## src/rtl/lpr_pkg.sv

```systemverilog
// Shared constants, types and tables for the lidar range image projector.
// No dependencies; every other file imports this package.
package lpr_pkg;

    // Field widths
    localparam int COORD_BITS = 19;
    localparam int ROW_BITS   = 7;
    localparam int COL_BITS   = 12;
    localparam int DIST_W     = 19;

    // Square roots: root and radicand widths
    localparam int RT_W = COORD_BITS + 1;
    localparam int SQ_W = 2 * RT_W;
    localparam int DSAT_W = (RT_W > DIST_W) ? RT_W : DIST_W;
    localparam logic [DSAT_W-1:0] DIST_MAX = DSAT_W'((1 << DIST_W) - 1);

    // CORDIC
    localparam int CORDIC_STEPS = 23;
    localparam int FRAC   = 24;
    localparam int CW     = RT_W + FRAC + 2;
    localparam int ZW     = 25;
    localparam int ANG_W  = 16;
    localparam int VW     = 23;
    localparam int RCP_W  = 24;
    localparam int T0_W   = 13;
    localparam int RECIP_SH = 33;
    localparam logic [RCP_W-1:0] RECIP = RCP_W'(8589935);     // ceil(2^33 / 1000)
    localparam logic signed [ZW-1:0] ZCLAMP = ZW'(4500000);
    localparam logic [VW-1:0] RND = VW'(500);
    localparam logic [VW-1:0] ZCLAMP_RND = VW'(4500500);
    localparam logic signed [ANG_W-1:0] ANG_90  = ANG_W'(9000);
    localparam logic signed [ANG_W-1:0] ANG_180 = ANG_W'(18000);

    // atan(2^-i) in units of 1e-5 degree
    localparam logic signed [ZW-1:0] ATAN_TAB [0:CORDIC_STEPS-1] = '{
        25'sd4500000, 25'sd2656505, 25'sd1403624, 25'sd712502, 25'sd357633,
        25'sd178991, 25'sd89517, 25'sd44761, 25'sd22381, 25'sd11191,
        25'sd5595, 25'sd2798, 25'sd1399, 25'sd699, 25'sd350, 25'sd175,
        25'sd87, 25'sd44, 25'sd22, 25'sd11, 25'sd5, 25'sd3, 25'sd1
    };

    // Divider
    localparam int NUM_W = 16;
    localparam int DEN_W = 13;

    // Configuration port
    localparam int CFG_IDX_W  = 3;
    localparam int CFG_DATA_W = 19;

    typedef enum logic [CFG_IDX_W-1:0] {
        REG_VERT_RES   = 3'd0,
        REG_HORIZ_RES  = 3'd1,
        REG_BOTTOM_OFS = 3'd2,
        REG_MIN_RANGE  = 3'd3,
        REG_ROWS       = 3'd4,
        REG_COLS       = 3'd5
    } cfg_idx_t;

    localparam logic [11:0] VERT_RES_RST   = 12'd200;
    localparam logic [11:0] HORIZ_RES_RST  = 12'd20;
    localparam logic [13:0] BOTTOM_OFS_RST = 14'd1510;
    localparam logic [18:0] MIN_RANGE_RST  = 19'd1000;
    localparam logic [7:0]  ROWS_RST       = 8'd16;
    localparam logic [12:0] COLS_RST       = 13'd1800;

    typedef enum logic [1:0] {
        ST_KEPT      = 2'd0,
        ST_ROW_OUT   = 2'd1,
        ST_COL_OUT   = 2'd2,
        ST_TOO_CLOSE = 2'd3
    } status_t;

    // Side data that rides along the CORDIC and divider pipelines
    typedef struct packed {
        logic [RT_W-1:0] dist_mm;
        logic            rsum_neg;
        logic            q_neg;
    } meta_t;

endpackage

```

## src/rtl/lpr_div.sv

```systemverilog
// Two-lane pipelined restoring divider, one quotient bit per stage.
// Row lane and column lane share the stage timing. Uses lpr_pkg.
module lpr_div (
    input  logic                        clk,
    input  logic                        rst_n,
    input  logic                        adv,
    input  logic                        in_valid,
    input  logic [lpr_pkg::NUM_W-1:0]   row_num,
    input  logic [lpr_pkg::DEN_W-1:0]   row_den,
    input  logic [lpr_pkg::NUM_W-1:0]   col_num,
    input  logic [lpr_pkg::DEN_W-1:0]   col_den,
    input  lpr_pkg::meta_t              meta_in,
    output logic                        out_valid,
    output logic [lpr_pkg::NUM_W-1:0]   row_quo,
    output logic [lpr_pkg::NUM_W-1:0]   col_quo,
    output lpr_pkg::meta_t              meta_out
);
    import lpr_pkg::*;

    logic [NUM_W-1:0] num [0:1];
    logic [DEN_W-1:0] den [0:1];
    logic [NUM_W-1:0] dn_reg [0:1][0:NUM_W];
    logic [DEN_W-1:0] dd_reg [0:1][0:NUM_W];
    logic [DEN_W-1:0] dr_reg [0:1][0:NUM_W];
    logic [NUM_W-1:0] dq_reg [0:1][0:NUM_W];
    logic             vld_reg [0:NUM_W];
    meta_t            meta_reg [0:NUM_W];

    assign num[0] = row_num;
    assign den[0] = row_den;
    assign num[1] = col_num;
    assign den[1] = col_den;

    always_ff @(posedge clk or negedge rst_n)
    begin
        if (!rst_n)
            vld_reg[0] <= 1'b0;
        else if (adv)
            vld_reg[0] <= in_valid;
    end

    always_ff @(posedge clk)
    begin
        if (adv)
            meta_reg[0] <= meta_in;
    end

    for (genvar ln = 0; ln < 2; ln++) begin : g_in
        always_ff @(posedge clk)
        begin
            if (adv)
            begin
                dn_reg[ln][0] <= num[ln];
                dd_reg[ln][0] <= den[ln];
                dr_reg[ln][0] <= '0;
                dq_reg[ln][0] <= '0;
            end
        end
    end

    for (genvar k = 0; k < NUM_W; k++) begin : g_stage
        localparam int B = NUM_W - 1 - k;

        always_ff @(posedge clk or negedge rst_n)
        begin
            if (!rst_n)
                vld_reg[k+1] <= 1'b0;
            else if (adv)
                vld_reg[k+1] <= vld_reg[k];
        end

        always_ff @(posedge clk)
        begin
            if (adv)
                meta_reg[k+1] <= meta_reg[k];
        end

        for (genvar ln = 0; ln < 2; ln++) begin : g_lane
            logic [DEN_W:0] trial;
            logic           ge;

            always_comb
            begin
                trial = {dr_reg[ln][k], dn_reg[ln][k][B]};
                ge    = (trial >= {1'b0, dd_reg[ln][k]});
            end

            always_ff @(posedge clk)
            begin
                if (adv)
                begin
                    dn_reg[ln][k+1] <= dn_reg[ln][k];
                    dd_reg[ln][k+1] <= dd_reg[ln][k];
                    dr_reg[ln][k+1] <= ge ? DEN_W'(trial - {1'b0, dd_reg[ln][k]})
                                          : DEN_W'(trial);
                    dq_reg[ln][k+1] <= dq_reg[ln][k] | (NUM_W'(ge) << B);
                end
            end
        end
    end

    assign out_valid = vld_reg[NUM_W];
    assign meta_out  = meta_reg[NUM_W];
    assign row_quo   = dq_reg[0][NUM_W];
    assign col_quo   = dq_reg[1][NUM_W];

endmodule
```

## config.mk

```make
export PLATFORM = sky130hd
export DESIGN_NAME = lpr_div
export DESIGN_NICKNAME = d
export VERILOG_FILES = /design/src/rtl/lpr_pkg.sv /design/src/rtl/lpr_div.sv
export SDC_FILE = /design/constraint.sdc
export NUM_CORES = 2
export LEC_CHECK = 0
export ABC_AREA = 0
export ABC_CLOCK_PERIOD_IN_PS = 3000
export BUFFER_PORTS_ARGS = -buffer_cell sky130_fd_sc_hd__buf_2
export CAP_MARGIN = 20
export CORE_UTILIZATION = 40
export CTS_CLUSTER_DIAMETER = 100
export CTS_CLUSTER_SIZE = 16
export DETAILED_ROUTE_END_ITERATION = 10
export GPL_ROUTABILITY_DRIVEN = 0
export PLACE_DENSITY_LB_ADDON = 0.2
export SLEW_MARGIN = 20
export SYNTH_ARGS = -nofsm -noshare
export SYNTH_HDL_FRONTEND = slang
export SYNTH_SLANG_ARGS = --single-unit
```

## constraint.sdc

```tcl
create_clock -name clk -period 3 [get_ports clk]
set_input_delay 0 -clock clk [delete_from_list [all_inputs] [get_ports clk]]
set_output_delay 0 -clock clk [all_outputs]
set_load 0.01 [all_outputs]
```

==> results.md <==
Outcome:
- The flow ran to the end, and the final reports show no timing, DRC or antenna violations.

STA:
- The maximum clock skew at final layout is 0.0420 ns.
- The final-report max-slew violation count came to 0.
- Static timing analysis puts the maximum clock frequency at 340 MHz.
- The worst pin sits at a relative slew slack of 50.9%.
- Counting I/O delays and the setup requirement, the final critical path takes 2.94 ns.
- After layout, the worst path uses 98.0% of the clock period.
- The total count of hold-check failures in the final report is 0.
- Setup repair after global routing could not meet its margin everywhere.
- On the final layout, the worst hold slack is 0.346 ns.
- Once routing completed, OpenROAD measured the worst setup slack at 0.0614 ns.
- Setup violations remaining at the end of the flow were counted as 0.
- For the pin with the worst max-slew slack, the measured transition is between 0.7 and 0.8 ns.

Critical path:
- The capture instance of the worst register-to-register path is dr_reg[0][385].
- The type of the setup path with the least slack is reg2reg.
- Data arrives at the worst endpoint at around 3.5 ns.
- The data required time of the critical path is 3.53 ns.
- The worst-path maximum fanout is 4.
- The path depth of the worst reg2reg path is 12.
- The worst register-to-register path begins at dn_reg[0][509].
- STA classifies the critical path endpoint as a register.
- Setup slack on the worst reg-to-reg path comes out at 0.06 ns.
- The kind of start point of the critical path is a register.

Cells and area:
- The area growth from synthesis to final layout is 13.1%.
- The register with the most flip-flops in the layout has 416 of them.
- The number of antenna diodes is 0.
- The multi-input logic area is ~0.022 mm².
- The net count reported at finish is 6,213.
- The filler cell count is 16.5k.
- The register area is 0.0522 mm².
- The proportion of layout cells with a drive suffix above 1 is between 10% and 20%.

Floorplan:
- The die height is approximately 440 µm.
- The die area is 0.194 mm².
- The initial cell density of the core is 40.3%.
- The area of the core is 0.190 mm².
- The die width is 440 µm.
- The initialized floorplan defines between 150 and 200 standard-cell rows.
- The top-level port count is roughly 140.

Routing:
- The initial DRC count is 2,483.
- In this run the remaining antenna-violating nets after routing total 0.
- The number of vias after detailed routing is 41.3k.
- The pre-antenna-repair detailed-routing pass consisted of 5 iterations.
- The routed length per instance is 16.4 µm.
- The total detailed-routing wirelength is 135 mm.
- In the routed layout, each cell is associated on average with a via count of 5.02.
- After detailed routing, the number of remaining DRC violations is 0.

Synthesis:
- For this run, the leading register cell type out of synthesis is sky130_fd_sc_hd__edfxtp_1.
- The async set-reset flop share out of synthesis is less than 1%.
- In the synthesized netlist, the number of instances is 5,218.
- The synthesized design contains 1,724 enable-type register cells.
- The register area share after synthesis is about two thirds.
- During synthesis, Yosys emitted a total of 0 warnings.
- A synthesized cell averages 14.7 µm².
- The number of nets produced by synthesis is ~5.7k.
- After synthesis, the netlist uses 90 different library cells.
- The netlist area before placement is 0.0767 mm².
- Synthesis inferred 1,741 register bits.

Global route:
- The via count of the first global-routing pass is 41.7k.
- The total overflow left after global routing is 0.
- The first-pass GRT wire length is between 200 and 250 mm.
- The largest net degree at the start of global routing is 102.
- The number of antenna violations at the first check in global routing is 1.
- The overall routing resource usage is 13.7%.

Run:
- Max-cap violations in this run came to 0.

Power and ir drop:
- Dividing total power by cell area gives a power density of ~850 mW/mm².
- The maximum vdd ir drop is between 0.4 and 0.5 mV.
- The analysis attributes to cell leakage a power of around 0.033 µW.

Placed design:
- The HPWL after detailed placement is roughly 95 mm.
- The placement-stage worst setup slack is -0.00458 ns.
- Port buffering added 138 buffers.

Clock network:
- Buffers inserted during clock tree synthesis total 121.
- The maximum level of the CTS H-tree is 3.
- The root buffer cell is sky130_fd_sc_hd__clkbuf_16.
- Clock-pin slew was measured on the worst setup and hold paths at 0.07 ns.
- Counting every sink on the clock net gives 1,741.
- The clock latency on the worst-skew pair is 0.77 ns.
- TritonCTS built the clock tree.
- Counting along the longest clock path gives a buffer depth of 3.

Hold path:
- The critical hold path startpoint is adv.
- The terminating pin of the worst hold path is dd_reg[0][404].
- The worst min-delay path class is in2reg.
- The worst hold path passes through 2 cells.
## worst max-delay path: stages, from the launching register on
cell and delay (ns):
sky130_fd_sc_hd__edfxtp_1 0.39, sky130_fd_sc_hd__inv_1 0.08, sky130_fd_sc_hd__ha_2 0.18, sky130_fd_sc_hd__inv_2 0.04
sky130_fd_sc_hd__fa_2 0.36, sky130_fd_sc_hd__a211oi_2 0.26, sky130_fd_sc_hd__o21a_1 0.17, sky130_fd_sc_hd__o211ai_1 0.11
sky130_fd_sc_hd__o311a_1 0.34, sky130_fd_sc_hd__nor2_2 0.19, sky130_fd_sc_hd__clkinvlp_4 0.16, sky130_fd_sc_hd__buf_12 0.15
sky130_fd_sc_hd__mux2_2 0.26
## power by group
part | internal [µW] | switching (µW) | leakage [µW]
clock network | 7360 | 7830 | 0.00160
logic | 11900 | 12300 | 0.0141
registers | 31900 | 2050 | 0.0171
## through the flow
stage	setup TNS (ns)	area (µm²)	total power, µW	std cells	util (%)
after floorplan	0	76700	51400	5218	-
after global placement	0	81300	57300	7889	42.7
after CTS	0	86200	73600	8195	45.3
final	0	86800	73300	8236	45.6
after global routing	-0.819	86800	77800	8236	45.6
after detailed placement	-0.00915	81300	57800	7889	42.7
## placed cells by master, fill, tap and decap left out, types with 55 or more instances in the layout
cell,netlist,routed
sky130_fd_sc_hd__clkbuf_16,0,124
sky130_fd_sc_hd__nor3_1,107,107
sky130_fd_sc_hd__xor2_1,85,85
sky130_fd_sc_hd__nand3_1,82,82
sky130_fd_sc_hd__a21o_1,66,65
sky130_fd_sc_hd__mux2_2,218,217
sky130_fd_sc_hd__nand2_1,169,169
sky130_fd_sc_hd__edfxtp_1,1724,1724
sky130_fd_sc_hd__nor2b_1,55,55
sky130_fd_sc_hd__dlygate4sd3_1,0,165
sky130_fd_sc_hd__a21oi_1,257,255
sky130_fd_sc_hd__nor2_1,288,287
sky130_fd_sc_hd__ha_1,394,391
sky130_fd_sc_hd__o21a_1,76,75
sky130_fd_sc_hd__inv_1,522,514
sky130_fd_sc_hd__buf_4,59,135
sky130_fd_sc_hd__xnor2_1,117,117
sky130_fd_sc_hd__buf_2,18,140
sky130_fd_sc_hd__o21ai_0,191,185
## kinds of logic (layout without fill, tap and decap cells)
group,Yosys count,count (layout),synth area share (%)
DFF,1741,1741,68.0
muxes,281,281,4.14
xor gates and xnor gates,202,202,2.31
and+or+nand+nor,965,965,6.33
adders and majority gates,422,422,7.16
buffers and inverters,638,1145,3.50
AOI/OAI and AO/OA,969,969,8.53
## how the worst max path moves through the flow
| stage | end | start | cells after the start | slack, ns |
|---|---|---|---|---|
| floorplan | dr_reg[0][69] | dn_reg[0][101] | 11 | 0.07 |
| global placement | dr_reg[0][222] | dn_reg[0][305] | 10 | 0.07 |
| detailed placement | dr_reg[0][264] | dn_reg[0][356] | 10 | -0.005 |
| CTS | dr_reg[0][349] | dn_reg[0][458] | 11 | 0.01 |
| global route | dr_reg[0][385] | dn_reg[0][509] | 12 | -0.07 |
| finish | dr_reg[0][385] | dn_reg[0][509] | 12 | 0.06 |
## routing by layer
| layer | track usage (%) | part of all wire [%] | vias up |
|---|---|---|---|
| met2 | 24.4 | 50 | 632 |
| met5 | 0 | 0 | - |
| li1 | - | - | 20497 |
| met1 | 16.5 | 43 | 19949 |
| met3 | 1.87 | 3.1 | 271 |
| met4 | 5.81 | 3.7 | 0 |
## cells in the mapped netlist (13+ instances only)
| cell | number | area share [%] |
|---|---|---|
| sky130_fd_sc_hd__nor2_1 | 288 | 1.4 |
| sky130_fd_sc_hd__or3_1 | 14 | 0.11 |
| sky130_fd_sc_hd__and3_1 | 37 | 0.30 |
| sky130_fd_sc_hd__o311ai_0 | 18 | 0.21 |
| sky130_fd_sc_hd__dfrtp_1 | 17 | 0.55 |
| sky130_fd_sc_hd__o21a_1 | 76 | 0.74 |
| sky130_fd_sc_hd__a211oi_1 | 52 | 0.51 |
| sky130_fd_sc_hd__a21oi_1 | 257 | 1.7 |
| sky130_fd_sc_hd__ha_1 | 394 | 6.4 |
| sky130_fd_sc_hd__nand2_1 | 169 | 0.83 |
| sky130_fd_sc_hd__mux2_2 | 218 | 3.2 |
| sky130_fd_sc_hd__or2_2 | 15 | 0.12 |
| sky130_fd_sc_hd__nand2b_1 | 50 | 0.41 |
| sky130_fd_sc_hd__mux2_4 | 16 | 0.31 |
| sky130_fd_sc_hd__buf_4 | 59 | 0.58 |
| sky130_fd_sc_hd__a31oi_1 | 35 | 0.29 |
| sky130_fd_sc_hd__nor4_1 | 23 | 0.19 |
| sky130_fd_sc_hd__inv_1 | 522 | 2.6 |
| sky130_fd_sc_hd__xor2_1 | 85 | 0.97 |
| sky130_fd_sc_hd__buf_2 | 18 | 0.12 |
| sky130_fd_sc_hd__nand3b_1 | 16 | 0.16 |
| sky130_fd_sc_hd__a41oi_1 | 14 | 0.16 |
| sky130_fd_sc_hd__mux2i_1 | 37 | 0.48 |
| sky130_fd_sc_hd__o21ai_0 | 191 | 1.2 |
| sky130_fd_sc_hd__o31ai_1 | 28 | 0.27 |
| sky130_fd_sc_hd__o2111ai_1 | 19 | 0.22 |
| sky130_fd_sc_hd__nor2b_1 | 55 | 0.45 |
| sky130_fd_sc_hd__o41a_1 | 26 | 0.38 |
| sky130_fd_sc_hd__edfxtp_1 | 1724 | 67 |
| sky130_fd_sc_hd__clkbuf_1 | 32 | 0.16 |
| sky130_fd_sc_hd__nor3b_1 | 21 | 0.21 |
| sky130_fd_sc_hd__fa_1 | 28 | 0.73 |
| sky130_fd_sc_hd__nand3_1 | 82 | 0.53 |
| sky130_fd_sc_hd__nor3_1 | 107 | 0.70 |
| sky130_fd_sc_hd__o211ai_1 | 17 | 0.17 |
| sky130_fd_sc_hd__o21bai_1 | 29 | 0.28 |
| sky130_fd_sc_hd__a31o_2 | 18 | 0.21 |
| sky130_fd_sc_hd__a21boi_0 | 13 | 0.13 |
| sky130_fd_sc_hd__xnor2_1 | 117 | 1.3 |
| sky130_fd_sc_hd__a21o_1 | 66 | 0.65 |
| sky130_fd_sc_hd__nand4_1 | 49 | 0.40 |
## final cells by class
cell class | instances | share of cell area, %
timing repair buffer | 481 | 4.77
clock inverter | 12 | 0.226
clock buffer | 129 | 3.55
sequential | 1741 | 60.2
inverter | 523 | 2.28
tap | 2511 | 3.62
multi-input combinational | 2839 | 25.4
## what timing repair did
item,in CTS,in global routing
hold buffers,165,0
hold endpoints to repair,404,0
buffers inserted,0,38
gates cloned,0,3
setup endpoints to repair,18,203
resized for setup,5,63
pin swaps,0,38
Note: power is estimated with default switching activity, not from simulation.
